--- src/sv/rstk_pkg.sv ---
`timescale 1ns / 1ps

package rstk_pkg;

  localparam int unsigned DEPTH_DEF   = 1024;
  localparam int unsigned MIN_CAP_DEF = 5;
  localparam int unsigned INIT_CAP    = 10;

  localparam int unsigned WORD_W  = 32;
  localparam int unsigned FIELD_W = 11;

  // capacity / 5 as (capacity * FIFTH_MULT) >> FIFTH_SHIFT, exact below 2**22
  localparam int unsigned FIFTH_MULT  = 3355444;
  localparam int unsigned FIFTH_SHIFT = 24;

  localparam logic REQ_PUSH = 1'b0;
  localparam logic REQ_POP  = 1'b1;

  typedef enum logic [1:0] {
    ST_OK    = 2'd0,
    ST_EMPTY = 2'd1,
    ST_FULL  = 2'd2
  } status_e;

  typedef enum logic [1:0] {
    RS_NONE   = 2'd0,
    RS_GREW   = 2'd1,
    RS_SHRANK = 2'd2
  } resize_e;

  typedef struct packed {
    logic wr_en;
    logic rd_en;
  } mem_ctrl_t;

endpackage

--- src/sv/rstk_if.sv ---
`timescale 1ns / 1ps

interface rstk_req_if;
  logic                                valid;
  logic                                ready;
  logic                                req_type;
  logic signed [rstk_pkg::WORD_W-1:0]  push_value;

  modport source (output valid, req_type, push_value, input ready);
  modport sink   (input valid, req_type, push_value, output ready);
endinterface

interface rstk_rsp_if;
  logic                                valid;
  logic                                ready;
  logic signed [rstk_pkg::WORD_W-1:0]  pop_value;
  logic [1:0]                          status;
  logic [rstk_pkg::FIELD_W-1:0]        entry_count;
  logic [rstk_pkg::FIELD_W-1:0]        capacity;
  logic [rstk_pkg::FIELD_W-1:0]        largest_capacity;
  logic [1:0]                          resized;

  modport source (output valid, pop_value, status, entry_count, capacity,
                  largest_capacity, resized, input ready);
  modport sink   (input valid, pop_value, status, entry_count, capacity,
                  largest_capacity, resized, output ready);
endinterface

--- src/sv/rstk_ctrl.sv ---
`timescale 1ns / 1ps

module rstk_ctrl #(
  parameter int unsigned DEPTH        = rstk_pkg::DEPTH_DEF,
  parameter int unsigned MIN_CAPACITY = rstk_pkg::MIN_CAP_DEF,
  localparam int unsigned AW          = $clog2(DEPTH)
) (
  input  logic                          clk_i,
  input  logic                          rst_ni,
  input  logic                          cfg_we_i,
  input  logic [rstk_pkg::FIELD_W-1:0]  cfg_wdata_i,
  rstk_req_if.sink                      req_i,
  rstk_rsp_if.source                    rsp_o,
  output rstk_pkg::mem_ctrl_t           mem_ctrl_o,
  output logic [AW-1:0]                 mem_addr_o,
  output logic [rstk_pkg::WORD_W-1:0]   mem_wdata_o,
  input  logic [rstk_pkg::WORD_W-1:0]   mem_rdata_i
);

  localparam int unsigned CW    = $clog2(DEPTH + 1);
  localparam int unsigned VW    = (CW > rstk_pkg::FIELD_W) ? CW : rstk_pkg::FIELD_W;
  localparam int unsigned PW    = CW + rstk_pkg::FIFTH_SHIFT;
  localparam int unsigned FLOOR = (MIN_CAPACITY < DEPTH) ? MIN_CAPACITY : DEPTH;
  localparam int unsigned RST_CAP = (rstk_pkg::INIT_CAP < FLOOR) ? FLOOR :
                                    (rstk_pkg::INIT_CAP > DEPTH) ? DEPTH :
                                    rstk_pkg::INIT_CAP;

  logic [CW-1:0]       count_q, count_d;
  logic [CW-1:0]       cap_q, cap_d;
  logic [CW-1:0]       largest_q, largest_d;
  logic                enl_q, enl_d;
  logic                out_valid_q, out_valid_d;
  logic                pop_ok_q, pop_ok_d;
  rstk_pkg::status_e   status_q, status_d;
  rstk_pkg::resize_e   resized_q, resized_d;

  logic                fire;
  logic                is_pop;
  logic                do_resize;
  logic [PW-1:0]       fifth_prod;
  logic [CW-1:0]       fifth;
  logic [CW-1:0]       half;
  logic [CW-1:0]       shrunk;
  logic [CW:0]         grown_w;
  logic [CW-1:0]       grown;
  logic                shrink_hit;
  logic                grow_hit;
  logic [VW-1:0]       cfg_ext;
  logic [CW-1:0]       cfg_cap;
  logic [VW-1:0]       count_ext;
  logic [VW-1:0]       cap_ext;
  logic [VW-1:0]       largest_ext;

  assign req_i.ready = !out_valid_q || rsp_o.ready;
  assign fire        = req_i.valid && req_i.ready;
  assign is_pop      = (req_i.req_type == rstk_pkg::REQ_POP);

  assign fifth_prod = PW'(cap_q) * PW'(rstk_pkg::FIFTH_MULT);
  assign fifth      = fifth_prod[rstk_pkg::FIFTH_SHIFT +: CW];

  assign half    = cap_q >> 1;
  assign shrunk  = (half <= CW'(FLOOR)) ? CW'(FLOOR) : half;
  assign grown_w = {1'b0, cap_q} + {2'b00, cap_q[CW-1:1]};
  assign grown   = (grown_w > (CW+1)'(DEPTH)) ? CW'(DEPTH) : grown_w[CW-1:0];

  assign shrink_hit = is_pop && enl_q &&
                      (({1'b0, fifth} + (CW+1)'(1)) >= {1'b0, count_d});
  assign grow_hit   = (({1'b0, cap_q} - {1'b0, fifth} + (CW+1)'(1)) <= {1'b0, count_d});

  assign cfg_ext = VW'(cfg_wdata_i);
  always_comb begin
    priority if (cfg_ext < VW'(FLOOR)) begin
      cfg_cap = CW'(FLOOR);
    end else if (cfg_ext > VW'(DEPTH)) begin
      cfg_cap = CW'(DEPTH);
    end else begin
      cfg_cap = cfg_ext[CW-1:0];
    end
  end

  always_comb begin
    count_d    = count_q;
    mem_ctrl_o = '0;
    mem_addr_o = count_q[AW-1:0];
    status_d   = rstk_pkg::ST_OK;
    do_resize  = 1'b0;
    pop_ok_d   = 1'b0;
    unique case (req_i.req_type)
      rstk_pkg::REQ_PUSH: begin
        if (count_q == CW'(DEPTH)) begin
          status_d = rstk_pkg::ST_FULL;
        end else begin
          mem_ctrl_o.wr_en = fire;
          count_d          = count_q + CW'(1);
          do_resize        = 1'b1;
        end
      end
      rstk_pkg::REQ_POP: begin
        if (count_q == '0) begin
          status_d = rstk_pkg::ST_EMPTY;
        end else begin
          count_d          = count_q - CW'(1);
          mem_addr_o       = count_d[AW-1:0];
          mem_ctrl_o.rd_en = fire;
          pop_ok_d         = 1'b1;
          do_resize        = 1'b1;
        end
      end
      default: begin
        status_d = rstk_pkg::ST_OK;
      end
    endcase
  end

  assign mem_wdata_o = req_i.push_value;

  always_comb begin
    cap_d     = cap_q;
    largest_d = largest_q;
    enl_d     = enl_q;
    resized_d = rstk_pkg::RS_NONE;
    if (do_resize) begin
      priority if (shrink_hit) begin
        cap_d = shrunk;
        if (shrunk != cap_q) begin
          resized_d = rstk_pkg::RS_SHRANK;
        end
      end else if (grow_hit) begin
        cap_d = grown;
        enl_d = 1'b1;
        if (grown > largest_q) begin
          largest_d = grown;
        end
        if (grown != cap_q) begin
          resized_d = rstk_pkg::RS_GREW;
        end
      end else begin
        cap_d = cap_q;
      end
    end
  end

  assign out_valid_d = fire || (out_valid_q && !rsp_o.ready);

  always_ff @(posedge clk_i or negedge rst_ni) begin
    if (!rst_ni) begin
      count_q     <= '0;
      cap_q       <= CW'(RST_CAP);
      largest_q   <= CW'(RST_CAP);
      enl_q       <= 1'b0;
      out_valid_q <= 1'b0;
      pop_ok_q    <= 1'b0;
      status_q    <= rstk_pkg::ST_OK;
      resized_q   <= rstk_pkg::RS_NONE;
    end else begin
      out_valid_q <= out_valid_d;
      if (cfg_we_i) begin
        count_q   <= '0;
        cap_q     <= cfg_cap;
        largest_q <= cfg_cap;
        enl_q     <= 1'b0;
      end else if (fire) begin
        count_q   <= count_d;
        cap_q     <= cap_d;
        largest_q <= largest_d;
        enl_q     <= enl_d;
        pop_ok_q  <= pop_ok_d;
        status_q  <= status_d;
        resized_q <= resized_d;
      end
    end
  end

  assign count_ext   = VW'(count_q);
  assign cap_ext     = VW'(cap_q);
  assign largest_ext = VW'(largest_q);

  assign rsp_o.valid            = out_valid_q;
  assign rsp_o.pop_value        = pop_ok_q ? mem_rdata_i : '0;
  assign rsp_o.status           = status_q;
  assign rsp_o.entry_count      = count_ext[rstk_pkg::FIELD_W-1:0];
  assign rsp_o.capacity         = cap_ext[rstk_pkg::FIELD_W-1:0];
  assign rsp_o.largest_capacity = largest_ext[rstk_pkg::FIELD_W-1:0];
  assign rsp_o.resized          = resized_q;

endmodule

--- src/flat_wrapper.sv ---
// flat-port wrapper written by rule: the top's interface ports become plain ports
module rstk_ctrl_flat 
#(
  parameter int unsigned DEPTH        = rstk_pkg::DEPTH_DEF,
  parameter int unsigned MIN_CAPACITY = rstk_pkg::MIN_CAP_DEF,
  localparam int unsigned AW          = $clog2(DEPTH)
)
  (clk_i, rst_ni, cfg_we_i, cfg_wdata_i, mem_ctrl_o, mem_addr_o, mem_wdata_o, mem_rdata_i, req_i_valid, req_i_req_type, req_i_push_value, req_i_ready, rsp_o_valid, rsp_o_pop_value, rsp_o_status, rsp_o_entry_count, rsp_o_capacity, rsp_o_largest_capacity, rsp_o_resized, rsp_o_ready);
  rstk_req_if req_i_i ();
  rstk_rsp_if rsp_o_i ();
  input  logic clk_i;
  input  logic rst_ni;
  input  logic cfg_we_i;
  input  logic [rstk_pkg::FIELD_W-1:0] cfg_wdata_i;
  output rstk_pkg::mem_ctrl_t mem_ctrl_o;
  output logic [AW-1:0] mem_addr_o;
  output logic [rstk_pkg::WORD_W-1:0] mem_wdata_o;
  input  logic [rstk_pkg::WORD_W-1:0] mem_rdata_i;
  input wire logic [$bits(req_i_i.valid)-1:0] req_i_valid;
  input wire logic [$bits(req_i_i.req_type)-1:0] req_i_req_type;
  input wire logic [$bits(req_i_i.push_value)-1:0] req_i_push_value;
  output wire logic [$bits(req_i_i.ready)-1:0] req_i_ready;
  output wire logic [$bits(rsp_o_i.valid)-1:0] rsp_o_valid;
  output wire logic [$bits(rsp_o_i.pop_value)-1:0] rsp_o_pop_value;
  output wire logic [$bits(rsp_o_i.status)-1:0] rsp_o_status;
  output wire logic [$bits(rsp_o_i.entry_count)-1:0] rsp_o_entry_count;
  output wire logic [$bits(rsp_o_i.capacity)-1:0] rsp_o_capacity;
  output wire logic [$bits(rsp_o_i.largest_capacity)-1:0] rsp_o_largest_capacity;
  output wire logic [$bits(rsp_o_i.resized)-1:0] rsp_o_resized;
  input wire logic [$bits(rsp_o_i.ready)-1:0] rsp_o_ready;
  assign req_i_i.valid = req_i_valid;
  assign req_i_i.req_type = req_i_req_type;
  assign req_i_i.push_value = req_i_push_value;
  assign req_i_ready = req_i_i.ready;
  assign rsp_o_valid = rsp_o_i.valid;
  assign rsp_o_pop_value = rsp_o_i.pop_value;
  assign rsp_o_status = rsp_o_i.status;
  assign rsp_o_entry_count = rsp_o_i.entry_count;
  assign rsp_o_capacity = rsp_o_i.capacity;
  assign rsp_o_largest_capacity = rsp_o_i.largest_capacity;
  assign rsp_o_resized = rsp_o_i.resized;
  assign rsp_o_i.ready = rsp_o_ready;
  rstk_ctrl #(.DEPTH(DEPTH), .MIN_CAPACITY(MIN_CAPACITY)) u_core (.clk_i(clk_i), .rst_ni(rst_ni), .cfg_we_i(cfg_we_i), .cfg_wdata_i(cfg_wdata_i), .req_i(req_i_i), .rsp_o(rsp_o_i), .mem_ctrl_o(mem_ctrl_o), .mem_addr_o(mem_addr_o), .mem_wdata_o(mem_wdata_o), .mem_rdata_i(mem_rdata_i));
endmodule
--- config.mk ---
export PLATFORM = sky130hd
export DESIGN_NAME = rstk_ctrl_flat
export DESIGN_NICKNAME = d
export VERILOG_FILES = /design/src/sv/rstk_pkg.sv /design/src/sv/rstk_if.sv /design/src/sv/rstk_ctrl.sv /design/src/flat_wrapper.sv
export SDC_FILE = /design/constraint.sdc
export NUM_CORES = 1
export LEC_CHECK = 0
export ABC_AREA = 0
export BUFFER_PORTS_ARGS = -buffer_cell sky130_fd_sc_hd__clkbuf_2
export CORE_ASPECT_RATIO = 1.4
export CORE_MARGIN = 3
export CORE_UTILIZATION = 35
export CTS_CLUSTER_DIAMETER = 50
export DETAILED_ROUTE_END_ITERATION = 12
export SYNTH_ARGS = -nofsm -noshare
export SYNTH_HDL_FRONTEND = slang
export SYNTH_SLANG_ARGS = --single-unit
--- constraint.sdc ---
create_clock -name clk_i -period 9.3 [get_ports clk_i]
set_input_delay 0.465 -clock clk_i [delete_from_list [all_inputs] [get_ports clk_i]]
set_output_delay 0.465 -clock clk_i [all_outputs]
set_load 0.01 [all_outputs]
## Word-level counts from Yosys, hierarchy flattened

Cells that the tools add are included.

- Register bits after elaboration: 40
- Bits of input ports: 81
- Output and inout port bits: 115
- Word-level logic and storage cells: 90

- $add $sub $neg: 6
- $mul: 1
- $lt $le $gt $ge: 7
- Eq/ne operators: 4
- Muxes and demuxes: 44
- Bitwise logic cells: 2
- Reduce and logical (&&, ||, !) cells: 18

Operator list:

| cell | number |
|---|---|
| $mux 11 | 18 |
| $mux 32 | 1 |
| $mul 11x20->31 const B | 1 |
| $mux 10 | 3 |
| $ne 11x11->1 | 2 |
| $pmux 11 s2 | 1 |
| $mux 1 | 14 |
| $add 11x10->12 | 1 |
| $add 12x1->12 const B | 1 |
| $ge 12x11->1 | 1 |
| $gt 12x11->1 const B | 1 |
| $le 12x11->1 | 1 |
| $sub 11x9->12 | 1 |
| $add 11x1->11 const B | 1 |
| $eq 11x11->1 const B | 1 |
| $gt 11x11->1 | 1 |
| $gt 11x11->1 const B | 1 |
| $logic_not 11->1 | 1 |
| $lt 11x3->1 const B | 1 |
| $sub 11x1->11 const B | 1 |
| $add 9x1->10 const B | 1 |
| $le 10x3->1 const B | 1 |
| $mux 2 | 5 |
| $reduce_bool 2->1 | 4 |
| other kinds (12) | 18 |

## Logic depth before layout (Yosys ltp)

Gate-level depths: netlist (run 1).

- Depth after elaboration: 10
- Gate-level depth with buffers: 39
- Mapped depth without buffers: 38

## Worst setup path before layout (run 1)

Ideal clock, no wire load.

- Path kind: reg-to-reg
- Start: register u_core.cap_q[9], in the netlist u_core.rsp_o.capacity[9]
- End: register u_core.largest_q[4], in the netlist u_core.rsp_o.largest_capacity[4]
- Setup time: 0.121 ns
- Arrival time: 8.320 ns
- Required time: 9.179 ns
- Slack: 0.858 ns
- Cell stages (with the launch flop): 38
- Path buffers: 1
- Clock period less this slack: 8.442 ns
- Cell sequence: dfrtp_1 > inv_1 > ha_1 > clkinv_1 > fa_1 > fa_1 > inv_1 > fa_1 > inv_1 > fa_1 > inv_1 > ha_1 > nand4_1 > a211o_1 > or2_0 > o2111ai_1 > a21oi_1 > xnor2_2 > [... 2 more ...] > a21o_1 > a21oi_1 > o21bai_1 > a21oi_1 > o21bai_1 > a21oi_1 > o21bai_1 > a21oi_1 > xnor2_1 > ha_1 > a21oi_1 > nand3b_1 > o21ai_0 > nand3_1 > nor3_2 > clkbuf_1 > a21oi_1 > o22a_1

- Word-level cells in the longest chain between the ends: 9
- Elaborated cells between the ends (all ways): 21
- Classes of those cells: 4 x add/sub; 1 x mul; 4 x order compare; 1 x eq/ne; 7 x mux; 4 x reduce/logical

Ends and longest elaborated chain:

| item | RTL line | source |
|---|---|---|
| from (decl) | rstk_ctrl.sv:29 | `logic [CW-1:0] cap_q, cap_d;` |
| from (signal assigned) | rstk_ctrl.sv:148 | `cap_q <= CW'(RST_CAP);` |
| from (signal assigned) | rstk_ctrl.sv:159 | `cap_q <= cfg_cap;` |
| from (signal assigned) | rstk_ctrl.sv:164 | `cap_q <= cap_d;` |
| branches (longest 9 deep; another with $mul 11x20->31) | n/a |  |
| to (signal assigned) | rstk_ctrl.sv:149 | `largest_q <= CW'(RST_CAP);` |
| to (signal assigned) | rstk_ctrl.sv:160 | `largest_q <= cfg_cap;` |
| to (signal assigned) | rstk_ctrl.sv:165 | `largest_q <= largest_d;` |
| to (decl) | rstk_ctrl.sv:30 | `logic [CW-1:0] largest_q, largest_d;` |

Parallel ways; which one is timed is not known. The select of a mux whose other input is x is not followed.
A chain may end at the register's enable or synchronous reset.

## Final worst setup path (run 1)

- Start: register u_core.cap_q[9], in the netlist u_core.rsp_o.capacity[9]
- End: register u_core.largest_q[10], in the netlist u_core.rsp_o.largest_capacity[10]

The elaborated chain is that of the path after synthesis.

==> results of run 1 <==
==> repair_timing <==
| item | in CTS | in global routing |
|---|---|---|
| resized for setup | 0 | 4 |
| setup endpoints to repair | 0 | 10 |
| hold endpoints to repair | 0 | 0 |
| setup buffers | 0 | 1 |
| hold buffers | 0 | 0 |
==> sequential cells by signal (all words and copies together), names as in the netlist <==
| name | flops |
|---|---|
| u_core.rsp_o.valid | 1 |
| u_core.rsp_o.largest_capacity | 11 |
| u_core.pop_ok_q | 1 |
| u_core.rsp_o.status | 2 |
| u_core.rsp_o.capacity | 11 |
| u_core.rsp_o.resized | 2 |
| u_core.rsp_o.entry_count | 11 |
| u_core.enl_q | 1 |
==> per-layer routing <==
layer	vias to the layer above	wire length, µm	GRT usage, %	share of wire (%)
li1	3496	-	-	-
met1	3424	8900	20.1	39
met2	224	12100	35.9	53
met3	68	1120	1.44	4.9
met4	0	942	8.32	4.1
met5	-	0	0	0
==> metrics by stage <==
stage | setup slack [ns] | instance area (µm²) | hold WS [ns] | std cells
floorplan | 0.858 | 8010 | 0.169 | 959
global placement | 0.765 | 8800 | 0.462 | 1346
detailed placement | 0.617 | 8800 | 0.467 | 1346
CTS | 0.547 | 8970 | 0.265 | 1354
global route | 0.0906 | 8990 | 0.286 | 1355
finish | 0.789 | 8990 | 0.233 | 1355
==> cells by family after synthesis <==
| group | share of synthesized area (%) |
|---|---|
| mux | 0.625 |
| xor+xnor | 5.34 |
| fa+ha+maj | 32.3 |
| buf+inv | 11.5 |
| compound gates | 18.8 |
| simple gates | 18.8 |
| flops | 12.6 |
==> cells in the mapped netlist (all sizes together), types with 17 or more instances <==
master and number:
a21oi 59, and2 43, buf 43, clkbuf 17
dfrtp 36, fa 43, ha 138, inv 142
nand2 44, nand3 19, nor2 59, o21ai 43
xnor2 29, xor2 19
==> area by class of cell <==
class                           instances  area share [%]
Clock buffer                            5            1.39
Multi-Input combinational cell        715            67.7
Sequential cell                        40            11.2
Clock inverter                          3           0.515
Timing Repair Buffer                  151            8.96
Tap cell                              297            4.13
Inverter                              144            6.10
==> path summary, 6_finish.rpt <==
| kind | to | slack (ns) |
|---|---|---|
| max | u_core.rsp_o.largest_capacity[10] | 0.79 |
| min in group clk_i | u_core.rsp_o.valid | 0.39 |
| min reg2reg | u_core.rsp_o.status[1] | 0.47 |
| max in group asynchronous | u_core.rsp_o.capacity[7] | 8.65 |
| min | u_core.rsp_o.valid | 0.23 |
| max reg2reg | u_core.rsp_o.largest_capacity[10] | 0.79 |
==> impl_metrics.json, run 1 <==
{
  "place_congestion": 0.924,
  "antenna_found_initial": 0,
  "drtIter0Drc": 271,
  "tns_ns": 0,
  "ys.flop_type": "dfrtp_1",
  "nets": 1319,
  "syn_avg_cell_area_um2": 8.35,
  "synth.top_cell.area_share_pct": 21.6,
  "relSlewSlack_pct": 48.0,
  "yosysTopAreaCell": "ha_1",
  "slew_viol_final": 0,
  "rsz0062_at_grt": "false",
  "max_freq_mhz": 117,
  "clk_path_buf_depth": 2,
  "critPathLaunch": "u_core.rsp_o.capacity[9]",
  "final_util_pct": 40.5,
  "routedWlPerCell_um": 17.0,
  "period_share_pct": 91.5,
  "areaGrowthSynthToFinish_pct": 12.3,
  "cp.arrival_ns": 8.67,
  "cp_num_buf_inv": 5,
  "grt_pass1_wl_mm": 36.9,
  "ys_seq_elements": 40,
  "cp_common_cell": "a21oi_1",
  "drive_gt1_share_pct": 18.6,
  "core_area_mm2": 0.0222,
  "synth_cell_types": 96,
  "finalHoldViolCount": 0,
  "synth_nets": 1221,
  "r2r_start": "u_core.rsp_o.capacity[9]",
  "vias_per_cell": 5.32,
  "numCtsBuffers": 5,
  "critical_path.max_stage_delay_ns": 0.67,
  "crit_path_top_delay_cell": "fa_1",
  "fp.dieH_um": 185,
  "finClkSkew_ns": 0.0139,
  "synth_cells": 959,
  "drc": 0,
  "die_area_mm2": 0.0248,
  "min_path_type": "input port to asynchronous set/reset pin",
  "portBuffers": 131,
  "vias": 7212,
  "setup_viol": 0,
  "ff_latch_area_mm2": 0.00101,
  "path_delay_family": "adder cells",
  "cts_tree": "built",
  "postRouteAntennaNets": 0,
  "gr-total-overflow": 0,
  "synth_edf_count": 0,
  "async_flop_share_pct": 100,
  "ioPinCount": 196,
  "cp.depth": 35,
  "synth_area_mm2": 0.00801,
  "gr-usage-all-layers_pct": 18.4,
  "cts-root-buf": "clkbuf_16",
  "n_fill_cell": 2298,
  "antenna_cells": 0,
  "grt_pass1_vias": 7267,
  "synth_area_leaders": "ha_1, dfrtp_1, fa_1, inv_1, a21oi_1",
  "layout.cells.most_common": "inv_1",
  "routed_wl_mm": 23.1,
  "worstSetupEndpointType": "register",
  "status": "completed",
  "placementRows": 64,
  "grt_max_degree": 43,
  "final_cell_mix": "inv_1, ha_1, clkbuf_2, a21oi_1, nor2_1",
  "drv_cap": 0,
  "cp_max_fo": 12,
  "multi_input_area_mm2": 0.00609,
  "insertion_delay_ns": 0.29,
  "path_class": "register to register",
  "worst_slew_pin_slew_ns": 0.778,
  "fin_crit_ns": 8.51,
  "synth_seq_area_share_pct": 12.6,
  "reg2reg_depth": 35,
  "cts.clk_slew.worst_paths_ns": 0.07,
  "startpoint_type": "register",
  "first_pass_iters": 5,
  "h-tree-depth": 2,
  "ys_warn_count": 0,
  "dp_hpwl_mm": 19.6,
  "cts.sinks": 40,
  "critPathRequiredTime_ns": 9.46,
  "die_w_um": 134,
  "start_util_pct": 36.1
}
Power of run 1 is not shown: default switching activity piles up to over one toggle a cycle in this logic, so the estimate is an artifact.
==> inputs of run 2 (changes only) <==
BUFFER_PORTS_ARGS = unset   (was -buffer_cell sky130_fd_sc_hd__clkbuf_2)
DONT_BUFFER_PORTS = 1   (was unset)
==> impl_metrics.json, run 2 (same netlist as run 1, synthesis figures left out) <==
{
  "status": "completed",
  "setup_viol": 0,
  "slew_viol_final": 0,
  "fin_crit_ns": 8.53,
  "grt_pass1_vias": 6838,
  "placementRows": 64,
  "worst_slew_pin_slew_ns": 0.781,
  "dp_hpwl_mm": 19.1,
  "fp.dieH_um": 185,
  "place_congestion": 0.912,
  "n_fill_cell": 2311,
  "worstReg2RegEnd": "u_core.rsp_o.largest_capacity[5]",
  "path_class": "register to register",
  "critical_path.max_stage_delay_ns": 0.56,
  "cts_tree": "built",
  "clk_path_buf_depth": 2,
  "insertion_delay_ns": 0.30,
  "max_freq_mhz": 117,
  "worstSetupEndpointType": "register",
  "areaGrowthSynthToFinish_pct": 4.66,
  "reg2reg_depth": 36,
  "drtIter0Drc": 402,
  "tns_ns": 0,
  "final_util_pct": 37.8,
  "finalHoldViolCount": 0,
  "crit_path_top_delay_cell": "fa_2",
  "startpoint_type": "register",
  "r2r_start": "u_core.rsp_o.capacity[9]",
  "design_area_mm2": 0.00838,
  "drc": 0,
  "core_area_mm2": 0.0222,
  "start_util_pct": 36.1,
  "grt_max_degree": 43,
  "vias": 6816,
  "final_cell_mix": "inv_1, ha_1, a21oi_1, nor2_1, nand2_1",
  "numCtsBuffers": 5,
  "cts.clk_slew.worst_paths_ns": 0.07,
  "cp_common_cell": "a21oi_1",
  "r2r_slack_ns": 0.77,
  "cts.sinks": 40,
  "layout.cells.most_common": "inv_1",
  "die_w_um": 134,
  "hold_ws_ns": 0.0111,
  "vias_per_cell": 5.55,
  "critPathLaunch": "u_core.rsp_o.capacity[9]",
  "critPathRequiredTime_ns": 9.52,
  "finClkSkew_ns": 0.0125,
  "ioPinCount": 196,
  "antenna_found_initial": 1,
  "cp.arrival_ns": 8.76,
  "min_path_type": "input port to asynchronous set/reset pin",
  "portBuffers": 0,
  "drive_gt1_share_pct": 7.41,
  "rsz0062_at_grt": "false",
  "die_area_mm2": 0.0248,
  "postRouteAntennaNets": 0,
  "relSlewSlack_pct": 47.8,
  "cp_max_fo": 8,
  "endpoint": "u_core.rsp_o.largest_capacity[5]",
  "gr-total-overflow": 0,
  "period_share_pct": 91.7,
  "gr-usage-all-layers_pct": 18.7,
  "cts-root-buf": "clkbuf_16",
  "h-tree-depth": 2,
  "nets": 1192,
  "grt_pass1_wl_mm": 36.9,
  "place_area_mm2": 0.00813,
  "first_pass_iters": 6,
  "drv_cap": 0,
  "routed_wl_mm": 23.0,
  "routedWlPerCell_um": 18.7
}
==> run 2: cell types whose count changed in the layout (fill, tap and decap cells not counted), sizes merged <==
cell / previous run / this run
clkbuf: 136 / 5
buf: 20 / 23
clkinv: 2 / 1
clkinvlp: 1 / 2
diode: 0 / 1
dlygate4sd3: 0 / 1
==> run 2: timing repair <==
action / CTS / global route
hold endpoints to repair: 36 / 0
setup buffers: 0 / 5
gates resized for setup: 0 / 3
endpoints found under the setup margin: 0 / 13
hold buffers: 2 / 0
==> run 2: cell type report <==
type	instances	area (µm²)	share of cell area [%]
Timing Repair Buffer	24	195	2.33
Multi-Input combinational cell	715	6080	72.6
Antenna cell	1	2.50	0.0299
Clock inverter	3	46.3	0.552
Tap cell	297	372	4.43
Inverter	144	552	6.59
Sequential cell	40	1010	12.0
Clock buffer	5	125	1.49
==> run 2: worst min-delay path by stage <==
| stage | from | cells past startpoint | to | slack, ns |
|---|---|---|---|---|
| 2_1_floorplan | rst_ni | 0 | u_core.enl_q | 0.17 |
| 3_3_place_gp | rst_ni | 0 | u_core.rsp_o.valid | 0.17 |
| 3_5_place_dp | rst_ni | 0 | u_core.rsp_o.entry_count[4] | 0.17 |
| 4_1_cts | rst_ni | 1 | u_core.rsp_o.largest_capacity[7] | 0.01 |
| 5_1_grt | rst_ni | 1 | u_core.rsp_o.resized[0] | 0.02 |
| 6_report | rst_ni | 1 | u_core.rsp_o.entry_count[2] | 0.01 |
==> run 2: worst max-delay path: cells and delay by family, from the launching register on <==
family | cells | cell delay (ns)
muxes | 1 | 0.22
DFF | 1 | 0.36
AOI/OAI and AO/OA | 13 | 2.35
adders and majority gates | 8 | 3.29
and+or+nand+nor | 6 | 1.17
xor gates and xnor gates | 3 | 0.61
buffers and inverters | 5 | 0.42
==> run 2: per-layer routing <==
layer / vias up / wire length (µm) / GRT usage (%)
met5: - / 0 / 0
met4: 0 / 1220 / 10.4
met3: 68 / 1250 / 2.53
met2: 233 / 12000 / 34.5
met1: 3271 / 8540 / 20.4
li1: 3244 / - / -
==> run 2: through the flow <==
step | cells | setup WS (ns)
final | 1229 | 0.770
after global routing | 1229 | 0.0244
after CTS | 1223 | 0.490
after detailed placement | 1213 | 0.526
after global placement | 1213 | 0.706
after floorplan | 959 | 0.858
Power of run 2 is left out for the same reason.
